`config.mk`:
```
export PLATFORM = sky130hd
export DESIGN_NAME = ttf_ctrl
export DESIGN_NICKNAME = d
export VERILOG_FILES = /design/src/design/ttf_pkg.sv /design/src/design/ttf_ctrl.sv
export SDC_FILE = /design/constraint.sdc
export NUM_CORES = 1
export LEC_CHECK = 0
export BUFFER_PORTS_ARGS = -buffer_cell sky130_fd_sc_hd__buf_2
export CAP_MARGIN = 15
export CORE_MARGIN = 2
export CORE_UTILIZATION = 28
export CTS_CLUSTER_DIAMETER = 60
export DETAILED_ROUTE_END_ITERATION = 8
export MAX_ROUTING_LAYER = met4
export PLACE_DENSITY_LB_ADDON = 0.15
export REMOVE_ABC_BUFFERS = 1
export SLEW_MARGIN = 20
export SYNTH_ARGS = -nofsm -noshare
export SYNTH_HDL_FRONTEND = slang
export SYNTH_SLANG_ARGS = --single-unit
```
`constraint.sdc`:
```
create_clock -name clk -period 3.2 [get_ports clk]
set_input_delay 0.64 -clock clk [delete_from_list [all_inputs] [get_ports clk]]
set_output_delay 0.64 -clock clk [all_outputs]
set_load 0.02 [all_outputs]
```
`src/design/ttf_pkg.sv`:
```
// ttf_pkg: types, widths and codes shared by the triangle tangent frame block
// used by ttf_ctrl, ttf_datapath and triangle_tangent_frame; no dependencies
package ttf_pkg;

    localparam int CW        = 16;
    localparam int NW        = 16;
    localparam int DW        = 17;
    localparam int DELTA_SHR = (CW > 16) ? CW - 16 : 0;
    localparam int NRM_SHR   = (CW > 16) ? CW - 16 : 0;
    localparam int NRM_SHL   = (CW < 16) ? 16 - CW : 0;

    localparam int TBW    = 2 * DW + 2;
    localparam int TB_FIT = 20;
    localparam int TFW    = TB_FIT + 1;
    localparam int CRW    = NW + TFW + 1;
    localparam int DOTW   = NW + TFW + 2;
    localparam int VW     = 56;
    localparam int V_FIT  = 30;
    localparam int VFW    = V_FIT + 1;
    localparam int T_SHL  = 28;

    localparam int AW    = 40;
    localparam int BW    = 32;
    localparam int ACCW  = 64;
    localparam int SQW   = 64;
    localparam int RW    = SQW;
    localparam int QW    = CW - 1;
    localparam int NUMW  = VFW + CW - 1;
    localparam int REMW  = 32;

    localparam logic [1:0] CORNER_LAST = 2'd2;
    localparam logic [1:0] AXIS_LAST   = 2'd2;

    localparam logic [4:0] DET_LAST   = 5'd1;
    localparam logic [4:0] TB_LAST    = 5'd11;
    localparam logic [4:0] CROSS_LAST = 5'd5;
    localparam logic [4:0] SUM3_LAST  = 5'd2;
    localparam logic [4:0] SQRT_LAST  = 5'd31;
    localparam logic [4:0] DIV_LAST   = 5'(QW);

    typedef struct packed {
        logic [1:0]             corner;
        logic signed [CW-1:0]   pos_x;
        logic signed [CW-1:0]   pos_y;
        logic signed [CW-1:0]   pos_z;
        logic signed [CW-1:0]   tex_u;
        logic signed [CW-1:0]   tex_v;
        logic signed [CW-1:0]   norm_x;
        logic signed [CW-1:0]   norm_y;
        logic signed [CW-1:0]   norm_z;
    } vertex_t;

    typedef struct packed {
        logic signed [CW-1:0]   tangent_x;
        logic signed [CW-1:0]   tangent_y;
        logic signed [CW-1:0]   tangent_z;
        logic                   handedness;
        logic                   degenerate;
        logic                   last;
    } result_t;

    typedef enum logic [3:0] {
        ST_IDLE,
        ST_DET,
        ST_TB,
        ST_FIT_TB,
        ST_CROSS,
        ST_HAND,
        ST_DOT,
        ST_VEC,
        ST_FIT_V,
        ST_LEN2,
        ST_SQRT,
        ST_DIV,
        ST_EMIT
    } state_t;

    typedef enum logic [3:0] {
        OP_NONE,
        OP_LOAD,
        OP_DET,
        OP_TB,
        OP_FIT_TB,
        OP_CROSS,
        OP_HAND,
        OP_DOT,
        OP_VEC,
        OP_FIT_V,
        OP_LEN2,
        OP_SQRT,
        OP_DIV_INIT,
        OP_DIV,
        OP_EMIT
    } op_t;

    typedef struct packed {
        op_t        op;
        logic [4:0] step;
        logic [1:0] corner;
        logic [1:0] comp;
        logic       zero;
    } cmd_t;

    typedef struct packed {
        logic det_zero;
        logic tb_fit;
        logic v_fit;
        logic len_zero;
        logic out_free;
    } status_t;

    function automatic logic [1:0] next_axis(input logic [1:0] j);
        logic [1:0] r;
        case (j)
            2'd0:    r = 2'd1;
            2'd1:    r = 2'd2;
            default: r = 2'd0;
        endcase
        return r;
    endfunction

endpackage

```
`src/design/ttf_ctrl.sv`:
```
// ttf_ctrl: sequencer for the tangent frame datapath
// depends on ttf_pkg
module ttf_ctrl (
    input  logic              clk,
    input  logic              rst_n,
    input  logic              vertex_valid,
    input  logic [1:0]        vertex_corner,
    output logic              vertex_stall,
    input  ttf_pkg::status_t  status,
    output ttf_pkg::cmd_t     cmd
);

    ttf_pkg::state_t state_reg, state_next;
    logic [4:0]      step_reg, step_next;
    logic [1:0]      corner_reg, corner_next;
    logic [1:0]      comp_reg, comp_next;
    logic            zero_reg, zero_next;

    always_ff @(posedge clk or negedge rst_n)
    begin
        if (!rst_n)
        begin
            state_reg  <= ttf_pkg::ST_IDLE;
            step_reg   <= '0;
            corner_reg <= '0;
            comp_reg   <= '0;
            zero_reg   <= 1'b0;
        end
        else
        begin
            state_reg  <= state_next;
            step_reg   <= step_next;
            corner_reg <= corner_next;
            comp_reg   <= comp_next;
            zero_reg   <= zero_next;
        end
    end

    always_comb
    begin
        state_next  = state_reg;
        step_next   = step_reg + 5'd1;
        corner_next = corner_reg;
        comp_next   = comp_reg;
        zero_next   = zero_reg;
        case (state_reg)
            ttf_pkg::ST_IDLE:
            begin
                step_next = '0;
                if (vertex_valid && vertex_corner == ttf_pkg::CORNER_LAST)
                    state_next = ttf_pkg::ST_DET;
            end
            ttf_pkg::ST_DET:
            begin
                if (step_reg == ttf_pkg::DET_LAST)
                begin
                    state_next = ttf_pkg::ST_TB;
                    step_next  = '0;
                end
            end
            ttf_pkg::ST_TB:
            begin
                if (step_reg == '0 && status.det_zero)
                begin
                    state_next  = ttf_pkg::ST_EMIT;
                    zero_next   = 1'b1;
                    corner_next = '0;
                end
                else if (step_reg == ttf_pkg::TB_LAST)
                    state_next = ttf_pkg::ST_FIT_TB;
            end
            ttf_pkg::ST_FIT_TB:
            begin
                if (status.tb_fit)
                begin
                    state_next  = ttf_pkg::ST_CROSS;
                    step_next   = '0;
                    corner_next = '0;
                end
            end
            ttf_pkg::ST_CROSS:
            begin
                if (step_reg == ttf_pkg::CROSS_LAST)
                begin
                    state_next = ttf_pkg::ST_HAND;
                    step_next  = '0;
                end
            end
            ttf_pkg::ST_HAND:
            begin
                if (step_reg == ttf_pkg::SUM3_LAST)
                begin
                    state_next = ttf_pkg::ST_DOT;
                    step_next  = '0;
                end
            end
            ttf_pkg::ST_DOT:
            begin
                if (step_reg == ttf_pkg::SUM3_LAST)
                begin
                    state_next = ttf_pkg::ST_VEC;
                    step_next  = '0;
                end
            end
            ttf_pkg::ST_VEC:
            begin
                if (step_reg == ttf_pkg::SUM3_LAST)
                    state_next = ttf_pkg::ST_FIT_V;
            end
            ttf_pkg::ST_FIT_V:
            begin
                step_next = '0;
                if (status.v_fit)
                    state_next = ttf_pkg::ST_LEN2;
            end
            ttf_pkg::ST_LEN2:
            begin
                if (step_reg == ttf_pkg::SUM3_LAST)
                begin
                    state_next = ttf_pkg::ST_SQRT;
                    step_next  = '0;
                end
            end
            ttf_pkg::ST_SQRT:
            begin
                if (step_reg == ttf_pkg::SQRT_LAST)
                begin
                    state_next = ttf_pkg::ST_DIV;
                    step_next  = '0;
                    comp_next  = '0;
                end
            end
            ttf_pkg::ST_DIV:
            begin
                if (step_reg == '0 && status.len_zero)
                    state_next = ttf_pkg::ST_EMIT;
                else if (step_reg == ttf_pkg::DIV_LAST)
                begin
                    step_next = '0;
                    if (comp_reg == ttf_pkg::AXIS_LAST)
                        state_next = ttf_pkg::ST_EMIT;
                    else
                        comp_next = comp_reg + 2'd1;
                end
            end
            ttf_pkg::ST_EMIT:
            begin
                step_next = '0;
                if (status.out_free)
                begin
                    if (corner_reg == ttf_pkg::CORNER_LAST)
                    begin
                        state_next = ttf_pkg::ST_IDLE;
                        zero_next  = 1'b0;
                    end
                    else
                    begin
                        corner_next = corner_reg + 2'd1;
                        if (!zero_reg)
                            state_next = ttf_pkg::ST_CROSS;
                    end
                end
            end
            default:
            begin
                state_next = ttf_pkg::ST_IDLE;
            end
        endcase
    end

    always_comb
    begin
        vertex_stall = (state_reg != ttf_pkg::ST_IDLE);
        cmd.step     = step_reg;
        cmd.corner   = corner_reg;
        cmd.comp     = comp_reg;
        cmd.zero     = zero_reg;
        case (state_reg)
            ttf_pkg::ST_IDLE:   cmd.op = vertex_valid ? ttf_pkg::OP_LOAD : ttf_pkg::OP_NONE;
            ttf_pkg::ST_DET:    cmd.op = ttf_pkg::OP_DET;
            ttf_pkg::ST_TB:
                cmd.op = (step_reg == '0 && status.det_zero) ? ttf_pkg::OP_NONE
                                                             : ttf_pkg::OP_TB;
            ttf_pkg::ST_FIT_TB: cmd.op = ttf_pkg::OP_FIT_TB;
            ttf_pkg::ST_CROSS:  cmd.op = ttf_pkg::OP_CROSS;
            ttf_pkg::ST_HAND:   cmd.op = ttf_pkg::OP_HAND;
            ttf_pkg::ST_DOT:    cmd.op = ttf_pkg::OP_DOT;
            ttf_pkg::ST_VEC:    cmd.op = ttf_pkg::OP_VEC;
            ttf_pkg::ST_FIT_V:  cmd.op = ttf_pkg::OP_FIT_V;
            ttf_pkg::ST_LEN2:   cmd.op = ttf_pkg::OP_LEN2;
            ttf_pkg::ST_SQRT:   cmd.op = ttf_pkg::OP_SQRT;
            ttf_pkg::ST_DIV:
            begin
                if (step_reg == '0)
                    cmd.op = status.len_zero ? ttf_pkg::OP_NONE : ttf_pkg::OP_DIV_INIT;
                else
                    cmd.op = ttf_pkg::OP_DIV;
            end
            ttf_pkg::ST_EMIT:   cmd.op = status.out_free ? ttf_pkg::OP_EMIT : ttf_pkg::OP_NONE;
            default:            cmd.op = ttf_pkg::OP_NONE;
        endcase
    end

    assert property (@(posedge clk) disable iff (!rst_n)
        (state_reg == ttf_pkg::ST_EMIT && status.out_free
         && corner_reg == ttf_pkg::CORNER_LAST) |=> state_reg == ttf_pkg::ST_IDLE)
        else $error("triangle did not end after its third result");

    assert property (@(posedge clk) disable iff (!rst_n)
        (state_reg == ttf_pkg::ST_SQRT && step_reg == ttf_pkg::SQRT_LAST)
        |=> (state_reg == ttf_pkg::ST_DIV && step_reg == '0 && comp_reg == '0))
        else $error("divide did not start from the first component");

endmodule

```
Yosys cells after proc, flatten, opt, wreduce, memory -nomap -nowiden
Cells that the tools add are included.
{"block": "op_classes", "n_eq_ne": 42, "add_sub_neg": 3, "muxes": 47, "n_reduce_logical": 15}
{"operator": "$pmux 4 s13", "n": 2}
{"operator": "$mux 4", "n": 21}
{"operator": "$mux 5", "n": 7}
{"operator": "$pmux 5 s7", "n": 1}
{"operator": "$ne 2x2->1 const B", "n": 17}
{"operator": "$eq 4x4->1 const B", "n": 5}
{"operator": "$mux 2", "n": 9}
{"operator": "$eq 4x3->1 const B", "n": 4}
{"operator": "$reduce_and 15->1", "n": 1}
{"operator": "$ne 3x3->1 const B", "n": 4}
{"operator": "$eq 5x4->1 const B", "n": 2}
{"operator": "$reduce_and 5->1", "n": 2}
{"operator": "$eq 4x2->1 const B", "n": 2}
{"operator": "$eq 2x2->1 const B", "n": 3}
{"operator": "$pmux 2 s3", "n": 1}
{"operator": "$reduce_or 3->1", "n": 2}
{"operator": "$add 5x1->5 const B", "n": 1}
{"operator": "$eq 5x1->1 const B", "n": 1}
{"operator": "$eq 5x2->1 const B", "n": 1}
{"operator": "$eq 5x3->1 const B", "n": 1}
{"operator": "$eq 5x5->1 const B", "n": 1}
{"operator": "$logic_not 5->1", "n": 1}
{"operator": "$add 2x1->2 const B", "n": 2}
{"operator": "$eq 4x1->1 const B", "n": 1}
{"operator": "other kinds (9)", "n": 15}
{"block": "word_totals", "out_inout_bits": 15, "ff_bits": 14}

Depth between registers and ports, before layout
Gate-level depths: netlist of the first run.
{"block": "logic_depth", "depth_word": 5, "ltp_mapped": 8}

Worst setup path after synthesis of the first run
OpenSTA, ideal clock, no wires.
{"block": "synth_timing", "path_kind": "register to output", "start": "register step_reg[0]", "end": "output cmd[10] in the netlist's numbering", "path_stages_with_launch": 8, "required_time_ns": 2.560, "arrival_time_ns": 1.893, "path_slack_ns": 0.667, "path_buffers": 0, "cell_sequence": "dfrtp_1 > inv_1 > ha_1 > nor4b_4 > and2_2 > nand2_1 > o21ai_0 > a221oi_1"}
{"item": "start: declaration", "line_no": "ttf_ctrl.sv:14", "rtl": "logic [4:0] step_reg, step_next;"}
{"item": "start signal: assignment", "line_no": "ttf_ctrl.sv:32", "rtl": "step_reg <= step_next;"}
{"item": "end: declaration", "line_no": "ttf_ctrl.sv:10", "rtl": "output ttf_pkg::cmd_t cmd"}

==> out/metrics.cfg, run 1 <==
[outcome]
status = complete, no violations

[setup_path]
r2r_slack_ns = 0.84
critical_path_depth = 8
crit_type = register to output pin
r2r_end = state_reg[2]
critPathLaunch = step_reg[0]
rr_startpoint = state_reg[3]
setup.worst_path.end = cmd[10]
cp_cell_sequence = inv_1 > ha_1 > nor4b_4 > and2_2 > nand2_1 > o21ai_0 > a221oi_1 > buf_2
critPathTopFamily = simple AND/OR/NAND/NOR gates
cp.buffers_inverters = 2
reg2reg_depth = 5
cp_slowest_cell = dfrtp_1
crit_arrival_ns = 2.02
slowest_delay_ns = 0.42
startpoint_type = register
endpoint_kind = output pin
crit_path_max_fanout = 6
crit_required_ns = 2.56

[yosys]
synth_cells = 149
ys_warn_count = 0
synth_edf_count = 0
synth_area_leader_cell = dfrtp_1
netlist_area_sq_um = 1340
synth_top_flop_cell = dfrtp_1
synth_area_leaders = dfrtp_1, ha_1, nor2_1
async_reset_ff_share_pct = 100
synth_top_area_share_pct = 26.2
syn_area_per_cell_sq_um = 8.96
ys_seq_area_share_pct = 26.2
ys_ff_latch = 14
synth_cell_types = 56

[power]
combPwrFrac_pct = 60.0
power.density_nw_per_um2 = 918
swShare_pct = 50.0
peakVddDrop_mv = 0.217
p_leak_nw = 0.676
internal_power_uw = 681
seqPwrFrac_pct = 29.2
switching_power_uw = 680
power_frac_clock_pct = 10.8
fin_total_pwr_mw = 1.36

[grt]
grt_max_degree = 25
grt_pass1_vias = 1084
track_usage_pct = 13.4
antenna_found_initial = 0
grt_pass1_wl_um = 5400
overflow = 0

[sta]
clock.fmax_mhz = 376
min_period_ns = 2.66
holdWs_ns = 0.297
relSlewSlack_pct = 47.1
timing.final.ws_setup_ns = 0.539
rsz0062_at_grt = false
hold_viol_final = 0
final_max_slew_viol_count = 0
skew_ns = 0.00262
tns_ns = 0
period_share_pct = 83.1
setup_violations = 0
worst_pin_slew_ns = 0.786

[layout]
layout_commonest_cell = buf_2
final_cells = 220
num_antenna_cells = 0
nFillCells = 494
largest_register_ffs = 5
synthToLayoutAreaGrowth_pct = 11.1
final_cell_mix = buf_2, nor2_1, dfrtp_1, inv_1, o21ai_0
nNetsFinal = 187
fin_util_pct = 31.8
design_area_sq_um = 1480
drive_gt1_share_pct = 24.7

[clocking]
clk_latency_ns = 0.24
path_clk_slew_ns = 0.06
holdBufCountCts = 0
clock-sinks = 14
ctsHtreeMaxLevel = 1
numCtsBuffers = 3
cts_tree = done
cts_setup_buffers = 0
clockBufferDepth = 2
cts_root_buf = clkbuf_8
cts_resized = 0

[place]
pre_cts_slack_ns = 0.801
post_dp_cell_area_sq_um = 1440
dp.cells = 217
hpwl_um = 2430
numPortBuffers = 24
place_congestion = 0.875

[floorplan]
core-area_sq_um = 4660
io_pins = 25
rows = 25
dieArea_sq_um = 5340
die_y_um = 73.1
die_w_um = 73.1
start_util_pct = 28.6

[routing]
via_count = 1174
drtIter0Drc = 85
ant_nets = 0
dr.pass1.iters = 4
avgRoutedWirePerCell_um = 14.9
avgViaCountPerCell = 5.34
drc = 0
wl_um = 3270

[worst_hold_path]
min_path_type = input pin to asynchronous set/reset pin

[job]
maxCapViolations = 0

## worst reg2reg max path, stage by stage, from the launching register on
cell	delay (ns)
dfrtp_1	0.80
or4bb_1	0.59
nor3b_1	0.28
nor4_2	0.10
nand3_2	0.14
mux2_1	0.34
## worst min path at each step
stage,from,slack (ns),end
floorplan,rst_n,0.34,comp_reg[0]
detailed placement,corner_reg[0],0.49,corner_reg[0]
global route,rst_n,0.31,comp_reg[0]
CTS,rst_n,0.31,comp_reg[0]
finish,rst_n,0.30,comp_reg[0]
global placement,corner_reg[0],0.48,corner_reg[0]
## area by class of cell
type                            instances  area (sq um)  share of cell area, %
Clock buffer                            3          41.3                   2.78
Inverter                               12          45.0                   3.04
Multi-Input combinational cell        113           858                   57.9
Sequential cell                        14           350                   23.6
Tap cell                               54          67.6                   4.56
Timing Repair Buffer                   24           120                   8.10
## Yosys cell counts (2+ instances only)
cell      count
inv_1        12
a211o_1       2
mux2i_1       3
nor2b_1       3
nand2b_1      2
buf_6         3
or4bb_1       2
dfrtp_1      14
nor2_1       15
a221oi_1      2
a21oi_1       6
mux2_1        3
mux2_2        3
nand2_1       9
nand3_1       3
buf_4         4
buf_2         2
o22ai_1       4
ha_1          9
o21ai_0      10
a31oi_1       2
nor3b_1       2
## power by group through the flow
| stage | clock [mW] | sequential [mW] | combinational, mW |
|---|---|---|---|
| 6_report | 0.148 | 0.397 | 0.816 |
| 5_1_grt | 0.164 | 0.417 | 0.909 |
| 4_1_cts | 0.155 | 0.395 | 0.823 |
| 3_5_place_dp | 0 | 0.397 | 0.819 |
| 3_3_place_gp | 0 | 0.392 | 0.817 |
| 2_1_floorplan | 0 | 0.371 | 0.608 |
## cells by family (layout without fill, tap and decap cells)
logic type	after synthesis	count (layout)	synth area share, %
mux	9	9	7.31
simple gates	56	56	27.6
flops	14	14	26.2
fa+ha+maj	9	9	8.44
buf+inv	22	39	9.47
compound gates	37	37	19.7
xor+xnor	2	2	1.31
## routing by layer
layer,wire length [um],vias up,GRT usage (%)
met2,1500,25,18.9
met3,169,4,3.45
met5,0,-,-
met4,31,0,3.70
met1,1560,569,18.8
li1,-,576,-
Note: power is estimated with default switching activity, not from simulation.
==> run 2: changes to the inputs <==
==> constraint.sdc (replaced) <==
create_clock -name clk -period 2.25 [get_ports clk]
set_input_delay 0.45 -clock clk [delete_from_list [all_inputs] [get_ports clk]]
set_output_delay 0.45 -clock clk [all_outputs]
set_load 0.02 [all_outputs]
==> out/metrics.cfg, run 2 (synthesized netlist as in run 1, its figures left out) <==
[routing]
via_count = 1256  ; was 1174
ant_nets = 0  ; unchanged
drc = 0  ; unchanged
avgRoutedWirePerCell_um = 15.0  ; was 14.9 um
avgViaCountPerCell = 5.13  ; was 5.34
wl_um = 3690  ; was 3270 um
drtIter0Drc = 63  ; was 85
dr.pass1.iters = 4  ; unchanged

[power]
power.density_nw_per_um2 = 1380  ; was 918 nW/um^2
p_leak_nw = 0.825  ; was 0.676 nW
peakVddDrop_mv = 0.379  ; was 0.217 mV
fin_total_pwr_mw = 2.43  ; was 1.36 mW

[layout]
largest_register_ffs = 5  ; unchanged
drive_gt1_share_pct = 41.9  ; was 24.7%
synthToLayoutAreaGrowth_pct = 32.1  ; was 11.1%
nNetsFinal = 212  ; was 187
num_antenna_cells = 0  ; unchanged
fin_util_pct = 37.8  ; was 31.8%
layout_commonest_cell = buf_4  ; was buf_2
final_cell_mix = buf_4, buf_2, nor2_1, dfrtp_1, inv_1  ; was buf_2, nor2_1, dfrtp_1, inv_1, o21ai_0

[grt]
grt_max_degree = 17  ; was 25
grt_pass1_wl_um = 5820  ; was 5400 um
track_usage_pct = 14.6  ; was 13.4%
overflow = 0  ; unchanged
grt_pass1_vias = 1241  ; was 1084
antenna_found_initial = 0  ; unchanged

[floorplan]
io_pins = 25  ; unchanged
start_util_pct = 28.6  ; unchanged
die_y_um = 73.1  ; unchanged
core-area_sq_um = 4660  ; unchanged
dieArea_sq_um = 5340  ; unchanged
die_w_um = 73.1  ; unchanged
rows = 25  ; unchanged

[sta]
min_period_ns = 2.29
rsz0062_at_grt = true  ; was false
hold_viol_final = 0  ; unchanged
worst_pin_slew_ns = 0.475  ; was 0.786 ns
relSlewSlack_pct = 68.3  ; was 47.1%
clock.fmax_mhz = 437
period_share_pct = 102
skew_ns = 0.00512  ; was 0.00262 ns
timing.final.ws_setup_ns = -0.0361  ; was 0.539 ns
final_max_slew_viol_count = 0  ; unchanged
setup_violations = 2  ; was 0

[setup_path]
startpoint_type = register  ; unchanged
crit_arrival_ns = 1.84  ; was 2.02 ns
reg2reg_depth = 10  ; was 5
crit_required_ns = 1.80  ; was 2.56 ns
crit_type = register to output pin  ; unchanged
crit_path_max_fanout = 4  ; was 6
endpoint_kind = output pin  ; unchanged

[clocking]
numCtsBuffers = 3  ; unchanged
clockBufferDepth = 2  ; unchanged
clk_latency_ns = 0.25  ; was 0.24 ns
ctsHtreeMaxLevel = 1  ; unchanged
path_clk_slew_ns = 0.06  ; about the same
clock-sinks = 14  ; unchanged
cts_root_buf = clkbuf_8  ; unchanged
holdBufCountCts = 0  ; unchanged
cts_tree = done  ; unchanged

[outcome]
violations = setup timing
status = finished with violations  ; was complete, no violations

[job]
maxCapViolations = 0  ; unchanged

[place]
hpwl_um = 2810  ; was 2430 um
place_congestion = 0.821  ; was 0.875
numPortBuffers = 24  ; unchanged

[worst_hold_path]
min_path_type = input pin to asynchronous set/reset pin  ; unchanged

## run 2: cell count changes in the layout (fill, tap and decap cells not counted), sizes merged
cell  before  now
buf       24   49
## run 2: stage by stage
| stage | TNS [ns] | hold WS (ns) | area (sq um) | worst slack (ns) | std cells |
|---|---|---|---|---|---|
| floorplan | -0.111 | 0.154 | 1250 | -0.111 | 139 |
| CTS | -0.120 | 0.108 | 1670 | -0.0875 | 242 |
| finish | -0.0480 | 0.0956 | 1760 | -0.0361 | 245 |
| detailed placement | 0 | 0.378 | 1570 | 0.0284 | 233 |
| global placement | -0.0417 | 0.375 | 1570 | -0.0417 | 233 |
| global route | -0.543 | 0.122 | 1760 | -0.203 | 245 |
## run 2: cell type report
class / instances / area (sq um)
Clock buffer: 3 / 41.3
Fill cell: 491 / 2900
Inverter: 12 / 45.0
Multi-Input combinational cell: 113 / 920
Sequential cell: 14 / 350
Tap cell: 54 / 67.6
Timing Repair Buffer: 49 / 339
## run 2: power by group
part | switching [mW] | total [mW] | internal, mW
logic | 0.875 | 1.76 | 0.883
clock network | 0.0909 | 0.209 | 0.119
registers | 0.139 | 0.462 | 0.323
total | 1.10 | 2.43 | 1.32
## run 2: layer usage
layer	GRT usage [%]	part of all wire (%)	vias up
li1	-	-	628
met4	7.82	2.5	0
met2	20.6	44	26
met1	19.7	49	593
met3	2.62	3.9	9
met5	-	0	-
## run 2: path summary, 6_finish.rpt
check	slack, ns	from	to
max reg2reg	0.07	step_reg[0]	state_reg[0]
min	0.1	rst_n	comp_reg[1]
max in group asynchronous	1.90	rst_n	state_reg[0]
min reg2reg	0.50	corner_reg[0]	corner_reg[0]
min in group clk	0.50	corner_reg[0]	corner_reg[0]
max	-0.04	step_reg[1]	cmd[11]
## run 2: repair_timing
item | CTS | global route
pin swaps | 4 | 11
setup endpoints to repair | 4 | 7
endpoints found under the hold margin | 0 | 0
gates resized for setup | 8 | 17
buffers inserted | 6 | 3
cloned | 0 | 0
## run 2: critical path, cell delays in order (launching register included)
cell and delay (ns):
dfrtp_1 0.40, inv_2 0.09, ha_4 0.12, nor4b_4 0.27, and2_4 0.22, a21oi_2 0.05
o211ai_1 0.20, nand2_1 0.10, buf_6 0.14
